--- src/hw/rtl/bsa_pkg.sv ---
// Package for the body slot allocator: field widths, command and status codes,
// sequencer states and shared adder operations.
// No dependencies.
`timescale 1ns / 1ps

package bsa_pkg;

    localparam int MAX_BODIES_DEF  = 256;
    localparam int MAX_OBJECTS_DEF = 512;

    localparam int CMD_W    = 2;
    localparam int OBJ_W    = 9;
    localparam int BODY_W   = 8;
    localparam int SLOT_W   = 8;
    localparam int STATUS_W = 3;
    localparam int COUNT_W  = 9;
    localparam int HIGH_W   = 9;

    typedef enum logic [CMD_W-1:0] {
        CMD_ADD,
        CMD_REMOVE,
        CMD_FIND,
        CMD_RSVD
    } t_cmd;

    typedef enum logic [STATUS_W-1:0] {
        ST_OK,
        ST_INACTIVE,
        ST_FULL,
        ST_NOT_FOUND,
        ST_BAD_REMOVE
    } t_status;

    typedef enum logic {
        ALU_ADD,
        ALU_SUB
    } t_alu_op;

    typedef enum logic [3:0] {
        S_CLEAR,
        S_IDLE,
        S_DECODE,
        S_POP,
        S_SCAN_INC,
        S_SCAN_CMP,
        S_ADD_WR,
        S_ADD_HIGH,
        S_RM_CHK,
        S_FIND_MAP,
        S_FIND_ACT,
        S_DONE
    } t_state;

endpackage

--- src/hw/rtl/bsa_alu.sv ---
// Shared add/subtract unit of the allocator sequencer; the subtract also gives
// a signed less-than flag. Depends on bsa_pkg for the operation codes.
`timescale 1ns / 1ps

module bsa_alu #(
    parameter int W = 10
) (
    input  bsa_pkg::t_alu_op i_op,
    input  logic [W-1:0]     i_a,
    input  logic [W-1:0]     i_b,
    output logic [W-1:0]     o_sum,
    output logic             o_lt
);

    logic [W:0] a_x;
    logic [W:0] b_x;
    logic [W:0] d;
    logic       sub;

    assign sub   = (i_op == bsa_pkg::ALU_SUB);
    assign a_x   = {i_a[W-1], i_a};
    assign b_x   = sub ? ~{i_b[W-1], i_b} : {i_b[W-1], i_b};
    // one extra bit keeps the sign of the true difference
    assign d     = a_x + b_x + (W+1)'(sub);
    assign o_sum = d[W-1:0];
    assign o_lt  = d[W];

endmodule

--- config.mk ---
export PLATFORM = sky130hd
export DESIGN_NAME = bsa_alu
export DESIGN_NICKNAME = d
export VERILOG_FILES = /design/src/hw/rtl/bsa_pkg.sv /design/src/hw/rtl/bsa_alu.sv
export SDC_FILE = /design/constraint.sdc
export NUM_CORES = 1
export LEC_CHECK = 0
export BUFFER_PORTS_ARGS = -buffer_cell sky130_fd_sc_hd__buf_2
export CORE_UTILIZATION = 32
export DETAILED_ROUTE_END_ITERATION = 10
export PLACE_DENSITY = 0.6
export SLEW_MARGIN = 40
export SYNTH_ARGS = -nofsm -noshare
export SYNTH_HDL_FRONTEND = slang
export SYNTH_SLANG_ARGS = --single-unit
--- constraint.sdc ---
create_clock -name vclk -period 9.6
set_input_delay 2.88 -clock vclk [all_inputs]
set_output_delay 2.88 -clock vclk [all_outputs]
set_load 0.02 [all_outputs]
==> results of run 1 <==
## logic make-up (layout without fill, tap and decap cells)
group,after synthesis,in the layout,synth area share
adder cells (fa/ha/maj),10,10,0.256
buffers and inverters,4,35,0.0435
XOR/XNOR,18,18,0.304
multiplexers,1,1,0.0290
AND/OR/NAND/NOR,10,10,0.104
AO/OA/AOI/OAI,19,19,0.263
## metal layers
layer,share of wire,vias up,track usage
li1,-,292,-
met5,0,-,0
met4,0,0,0.00625
met1,0.50,238,0.183
met3,0.029,0,0.00431
met2,0.47,10,0.194
## stage by stage
step / std cells / area [µm²] / total power [mW] / utilization
floorplan: 62 / 518 / 0.0582 / -
CTS: 109 / 687 / 0.0801 / 0.456
finish: 109 / 687 / 0.0793 / 0.456
global route: 109 / 687 / 0.0873 / 0.456
detailed placement: 109 / 687 / 0.0799 / 0.456
global placement: 109 / 687 / 0.0791 / 0.456
## area by class of cell
cell class                      count  area (µm²)
Multi-Input combinational cell     58         495
Tap cell                           16        20.0
Fill cell                         159         820
Inverter                            3        11.3
Timing Repair Buffer               32         160
## power groups by stage
| stage | clock (mW) | sequential (mW) | combinational, mW |
|---|---|---|---|
| 2_1_floorplan | 0 | 0 | 0.0582 |
| 3_3_place_gp | 0 | 0 | 0.0791 |
| 3_5_place_dp | 0 | 0 | 0.0799 |
| 4_1_cts | 0 | 0 | 0.0801 |
| 5_1_grt | 0 | 0 | 0.0873 |
| 6_report | 0 | 0 | 0.0793 |
## worst max-delay path: stages
cell      delay, ns
buf_2          0.19
mux2_4         0.32
fa_1           0.40
a21o_1         0.17
a21oi_1        0.25
o21ai_0        0.11
o311ai_0       0.15
xnor2_1        0.18
buf_2          0.18
## cell usage in the layout (no fill, tap or decap)
master | netlist | routed
nor3_1 | 2 | 2
nand2_1 | 2 | 2
ha_1 | 9 | 9
o21ai_0 | 3 | 3
a21oi_1 | 7 | 7
nor2_1 | 2 | 2
o2111ai_2 | 1 | 1
buf_2 | 0 | 32
inv_1 | 3 | 3
a21o_2 | 1 | 1
nand3_1 | 1 | 1
nand2b_1 | 2 | 2
a21o_1 | 3 | 3
mux2_4 | 1 | 1
xnor2_1 | 4 | 4
xor2_1 | 14 | 14
and4_4 | 1 | 1
o311ai_0 | 1 | 1
fa_1 | 1 | 1
o31a_1 | 1 | 1
a311oi_2 | 1 | 1
o21bai_1 | 1 | 1
## worst max-delay path by stage
stage,end,slack (ns),depth (start not counted)
6_report,o_sum[8],1.89,9
3_5_place_dp,o_sum[8],1.86,9
2_1_floorplan,o_sum[8],2.14,8
5_1_grt,o_sum[8],1.71,9
4_1_cts,o_sum[8],1.86,9
3_3_place_gp,o_sum[8],1.91,9
==> flow_metrics.tcl, run 1 <==
set metrics [dict create \
    yosysMostFrequentCell "xor2_1" \
    rsz0062_at_grt "false" \
    whs_ns 6.06 \
    globalRouteTotalUtil 0.119 \
    finalSetupViolations 0 \
    cp-startpoint "i_op" \
    combPwrFrac 1.000 \
    die_area_um2 1780 \
    synth_area_per_cell_um2 8.35 \
    drtAntennaViolNets 0 \
    drt_iter0_markers 6 \
    synthTopCellsByCount "xor2_1 (14), ha_1 (9), a21oi_1 (7)" \
    port_buffers 32 \
    critPathKind "in2out" \
    end_kind "output pin" \
    drive_gt1_frac 0.398 \
    ioPinCount 32 \
    final_hold_viol_count 0 \
    intPower_mw 0.0330 \
    drt_pass1_iterations 2 \
    vias 540 \
    switching_power_mw 0.0463 \
    gp_congestion 0.761 \
    hold_buffers 0 \
    antenna_found_initial 0 \
    fmax_mhz 130 \
    ff_latch_area_um2 0 \
    rows 14 \
    slew_headroom 0.631 \
    worst_setup_path_start_kind "input pin" \
    period_minus_slack_ns 7.71 \
    fin_nets 126 \
    clock_power_share 0 \
    whs_endpoint "o_sum[0]" \
    grt_max_degree 11 \
    area_delta_synth_final_pct 32.6 \
    grt_pass1_vias 452 \
    p_sw_frac 0.584 \
    dpl.hpwl_um 968 \
    ir_drop_mv 0.0352 \
    synth_top_cell_by_area "xor2_1" \
    num-clock-buffers 0 \
    num_antenna_cells 0 \
    setup_slack_ns 1.89 \
    synth.top_cell.area_share 0.237 \
    seq_power_share 0 \
    netlist_top_cells_area "xor2_1 (24%), ha_1 (22%), a21oi_1 (6.8%)" \
    fin_setup_tns_ns 0 \
    die_y_um 42.2 \
    viasPerCell 4.95 \
    status "complete, no violations" \
    netlist_area_um2 518 \
    synth_cell_type_count 22 \
    drv_slew 0 \
    hold_start "i_a[0]" \
    synthCells 62 \
    critPathRequiredTime_ns 6.72 \
    initial_core_util 0.344 \
    p_per_area_nw_per_um2 115 \
    crit_arrival_ns 4.83 \
    wirelength_um 1090 \
    yosysWarningCount 0 \
    syn_nets 93 \
    dp_worst_setup_slack_ns 1.86 \
    route.detailed.drc 0 \
    ys_seq_area_frac 0 \
    holdPathStages 3 \
    cellLeakagePower_nw 0.375 \
    coreArea_um2 1510 \
    fin_crit_sh 0.803 \
    grt_overflow 0 \
    routedWlPerCell_um 9.99 \
    cts_resized 0 \
    seq_cell_count 0 \
    maxCapViolCount 0 \
    grt_pass1_wl_um 1800 \
    critPathMaxFanout 10 \
    die_w_um 42.2 \
    worst_pin_slew_ns 0.546 \
    post_cts_buffers 0 \
    hp-class "in2out" \
]
Power figures use the tool's default switching activity.
==> run 2, diff against run 1 <==
--- a/config.mk
+++ b/config.mk
@@ -5,10 +5,11 @@
 export SDC_FILE = /design/constraint.sdc
 export NUM_CORES = 1
 export LEC_CHECK = 0
+export ABC_AREA = 1
 export BUFFER_PORTS_ARGS = -buffer_cell sky130_fd_sc_hd__buf_2
 export CORE_UTILIZATION = 32
 export DETAILED_ROUTE_END_ITERATION = 10
-export PLACE_DENSITY = 0.6
+export PLACE_DENSITY = 0.56
 export SLEW_MARGIN = 40
 export SYNTH_ARGS = -nofsm -noshare
 export SYNTH_HDL_FRONTEND = slang
==> constraint.sdc (replaced) <==
create_clock -name vclk -period 7.82
set_input_delay 2.346 -clock vclk [all_inputs]
set_output_delay 2.346 -clock vclk [all_outputs]
set_load 0.02 [all_outputs]
==> flow_metrics.tcl, run 2 <==
set metrics [dict create \
    whs_endpoint "o_sum[0]" \
    worst_setup_path_start_kind "input pin" \
    synthTopCellsByCount "nand2_1 (42), inv_1 (16), xor2_1 (14)" \
    seq_power_share 0 \
    rsz0062_at_grt "false" \
    end_kind "output pin" \
    intPower_mw 0.0398 \
    final_common_cell "nand2_1" \
    die_area_um2 2250 \
    slew_headroom 0.789 \
    vias 747 \
    port_buffers 32 \
    final_hold_viol_count 0 \
    finalInstanceArea_um2 845 \
    route.detailed.drc 0 \
    worst_pin_slew_ns 0.317 \
    drt_iter0_markers 11 \
    ioPinCount 32 \
    wirelength_um 1540 \
    netlist_area_um2 662 \
    synthCells 115 \
    p_per_area_nw_per_um2 126 \
    fin_crit_sh 0.798 \
    area_delta_synth_final_pct 27.6 \
    total_power_mw 0.107 \
    seq_cell_count 0 \
    coreArea_um2 1960 \
    dpl.hpwl_um 1380 \
    die_w_um 47.5 \
    yosysWarningCount 0 \
    die_y_um 47.5 \
    gp_congestion 0.797 \
    fin_setup_tns_ns 0 \
    post_cts_buffers 0 \
    syn_nets 146 \
    grt_max_degree 11 \
    num_antenna_cells 0 \
    fin_nets 179 \
    maxCapViolCount 0 \
    synth_area_per_cell_um2 5.76 \
    switching_power_mw 0.0669 \
    fmax_mhz 160 \
    drv_slew 0 \
    grt_overflow 0 \
    synth.top_cell.area_share 0.238 \
    dpl_cell_area_um2 845 \
    synth_top_cell_by_area "nand2_1" \
    cellLeakagePower_nw 0.536 \
    fin_util 0.430 \
    grt_pass1_vias 561 \
    drt_pass1_iterations 4 \
    critPathKind "in2out" \
    routedWlPerCell_um 8.90 \
    p_sw_frac 0.627 \
    crit_arrival_ns 3.90 \
    grt_pass1_wl_um 2270 \
    ff_latch_area_um2 0 \
    fillerInstances 242 \
    hold_start "i_a[0]" \
    period_minus_slack_ns 6.24 \
    multi_input_area_um2 591 \
    finalSetupViolations 0 \
    drive_gt1_frac 0.267 \
    status "complete, no violations" \
    viasPerCell 4.32 \
    critPathRequiredTime_ns 5.47 \
    netlist_top_cells_area "nand2_1 (24%), xor2_1 (19%), ha_1 (17%)" \
    combPwrFrac 1.000 \
    ir_drop_mv 0.0527 \
    cts_resized 0 \
    num-clock-buffers 0 \
    rows 16 \
    initial_core_util 0.337 \
    holdPathStages 3 \
    whs_ns 4.99 \
    antenna_found_initial 0 \
    ys_seq_area_frac 0 \
    hold_buffers 0 \
    drtAntennaViolNets 0 \
    synth_cell_type_count 16 \
    yosysMostFrequentCell "nand2_1" \
    clock_power_share 0 \
    cp-startpoint "i_op" \
    hp-class "in2out" \
    globalRouteTotalUtil 0.138 \
    critPathMaxFanout 10 \
    mostFrequentLayoutCells "nand2_1 (42), buf_2 (32), inv_1 (16)" \
]
## run 2: area by class of cell
| cell class | count | area share |
|---|---|---|
| timing repair buffer | 32 | 0.190 |
| inverter | 16 | 0.0711 |
| multi-input combinational | 98 | 0.699 |
| tap | 27 | 0.0400 |
## run 2: worst max path at each step
stage | endpoint | slack (ns) | depth (start not counted)
3_3_place_gp | o_sum[9] | 1.59 | 12
3_5_place_dp | o_sum[8] | 1.58 | 9
5_1_grt | o_sum[7] | 1.42 | 10
4_1_cts | o_sum[8] | 1.57 | 9
6_report | o_sum[6] | 1.58 | 9
2_1_floorplan | o_sum[5] | 1.80 | 8
## run 2: kinds of logic (layout without fill, tap and decap cells)
group / count (synthesis) / after routing / share of synthesized area
xor+xnor: 15 / 15 / 0.198
fa+ha+maj: 10 / 10 / 0.200
simple gates: 69 / 69 / 0.463
buf+inv: 17 / 48 / 0.108
compound gates: 4 / 4 / 0.0302
## run 2: routing by layer
layer	part of all wire	track usage	vias to the layer above
li1	-	-	422
met1	0.51	0.199	307
met2	0.44	0.244	18
met3	0.042	0.00377	0
met4	0	0	0
met5	0	0	-
## run 2: power by group through the flow
stage	logic [mW]	clock network [mW]	registers, mW
3_5_place_dp	0.107	0	0
4_1_cts	0.108	0	0
6_report	0.107	0	0
3_3_place_gp	0.106	0	0
2_1_floorplan	0.0777	0	0
5_1_grt	0.120	0	0
## run 2: worst max-delay path, stage by stage
cell     delay [ns]
buf_2          0.28
xor2_1         0.13
ha_1           0.36
nand2_1        0.11
nor2_1         0.17
nand2_1        0.07
nand3_1        0.11
xor2_1         0.14
buf_2          0.17
## run 2: per-stage QoR
stage               setup slack, ns  cells
global route                   1.42    173
finish                         1.58    173
floorplan                      1.80    115
detailed placement             1.58    173
global placement               1.59    173
CTS                            1.57    173
==> run 3, diff against run 2 <==
==> constraint.sdc (replaced) <==
create_clock -name vclk -period 6.1
set_input_delay 1.83 -clock vclk [all_inputs]
set_output_delay 1.83 -clock vclk [all_outputs]
set_load 0.02 [all_outputs]
==> flow_metrics.tcl, run 3 (same netlist as run 2, synthesis figures left out) <==
set metrics [dict create \
    drt_iter0_markers 13 \
    area_delta_synth_final_pct 27.6 \
    drtAntennaViolNets 0 \
    slew_headroom 0.790 \
    drt_pass1_iterations 4 \
    final_hold_viol_count 0 \
    routedWlPerCell_um 8.90 \
    dpl.hpwl_um 1390 \
    ir_drop_mv 0.0717 \
    hp-class "in2out" \
    seq_power_share 0 \
    globalRouteTotalUtil 0.141 \
    worstPathCellList "buf_2 > xor2_1 > ha_1 > nand2_1 > nor2_1 > nand2_1 > nand3_1 > xor2_1 > buf_2" \
    slowest_stage "ha_1" \
    worst_setup_path_start_kind "input pin" \
    num_antenna_cells 0 \
    grt_overflow 0 \
    grt_max_degree 11 \
    switching_power_mw 0.0858 \
    worst_pin_slew_ns 0.316 \
    rsz0062_at_grt "false" \
    clock_power_share 0 \
    die_y_um 47.5 \
    gp_congestion 0.797 \
    cp-startpoint "i_op" \
    final_common_cell "nand2_1" \
    rows 16 \
    total_power_mw 0.137 \
    fin_nets 179 \
    holdPathStages 3 \
    ff_latch_area_um2 0 \
    num-clock-buffers 0 \
    whs_endpoint "o_sum[0]" \
    mostFrequentLayoutCells "nand2_1 (42), buf_2 (32), inv_1 (16)" \
    coreArea_um2 1960 \
    grt_pass1_vias 578 \
    fin_crit_sh 0.854 \
    wirelength_um 1540 \
    status "complete, no violations" \
    post_cts_buffers 0 \
    fmax_mhz 192 \
    slowest_delay_ns 0.36 \
    dpl_cell_area_um2 845 \
    finalInstanceArea_um2 845 \
    viasPerCell 4.28 \
    p_sw_frac 0.626 \
    intPower_mw 0.0512 \
    critPathMaxFanout 10 \
    cellLeakagePower_nw 0.536 \
    critPathKind "in2out" \
    p_per_area_nw_per_um2 162 \
    drive_gt1_frac 0.267 \
    ioPinCount 32 \
    critPathRequiredTime_ns 4.27 \
    antenna_found_initial 0 \
    period_minus_slack_ns 5.21 \
    hold_start "i_a[0]" \
    route.detailed.drc 0 \
    combPwrFrac 1.000 \
    maxCapViolCount 0 \
    cts_resized 0 \
    grt_pass1_wl_um 2340 \
    hold_buffers 0 \
    crit_arrival_ns 3.38 \
    die_w_um 47.5 \
    port_buffers 32 \
    vias 740 \
    finalSetupViolations 0 \
    seq_cell_count 0 \
    fin_setup_tns_ns 0 \
    initial_core_util 0.337 \
    end_kind "output pin" \
    drv_slew 0 \
    die_area_um2 2250 \
]
run 3: cell counts in the layout (fill, tap and decap cells not counted):
Identical to the previous run, type by type.
run 3: worst max-delay path by stage:
stage	cells past startpoint	slack [ns]	to
3_5_place_dp	10	0.88	o_sum[8]
6_report	9	0.89	o_sum[6]
5_1_grt	10	0.69	o_sum[7]
4_1_cts	9	0.88	o_sum[8]
3_3_place_gp	12	0.90	o_sum[9]
2_1_floorplan	8	1.11	o_sum[5]
run 3: layout make-up:
class / instances / area, µm²
Timing Repair Buffer: 32 / 160
Tap cell: 27 / 33.8
Inverter: 16 / 60.1
Multi-Input combinational cell: 98 / 591
Fill cell: 241 / 1120
run 3: through the flow:
step,utilization,setup slack (ns),std cells,hold slack [ns]
2_1_floorplan,-,1.11,115,3.78
3_3_place_gp,0.430,0.901,173,3.95
3_5_place_dp,0.430,0.884,173,3.96
4_1_cts,0.430,0.880,173,3.96
5_1_grt,0.430,0.687,173,3.97
6_report,0.430,0.893,173,3.96
run 3: routing by layer:
layer,vias to the layer above,GRT usage,part of all wire
li1,421,-,-
met1,305,0.212,0.52
met2,14,0.241,0.44
met3,0,0,0.036
met4,0,0,0
met5,-,0,0
run 3: power groups by stage:
stage	Combinational, mW	Sequential (mW)	Clock, mW
finish	0.137	0	0
global route	0.154	0	0
global placement	0.136	0	0
floorplan	0.0997	0	0
detailed placement	0.138	0	0
CTS	0.138	0	0
run 3: worst max-delay path: cells and delay by family:
family                     cells  cell delay (ns)
and+or+nand+nor                4             0.46
xor gates and xnor gates       2             0.27
adders and majority gates      1             0.36
buffers and inverters          2             0.45
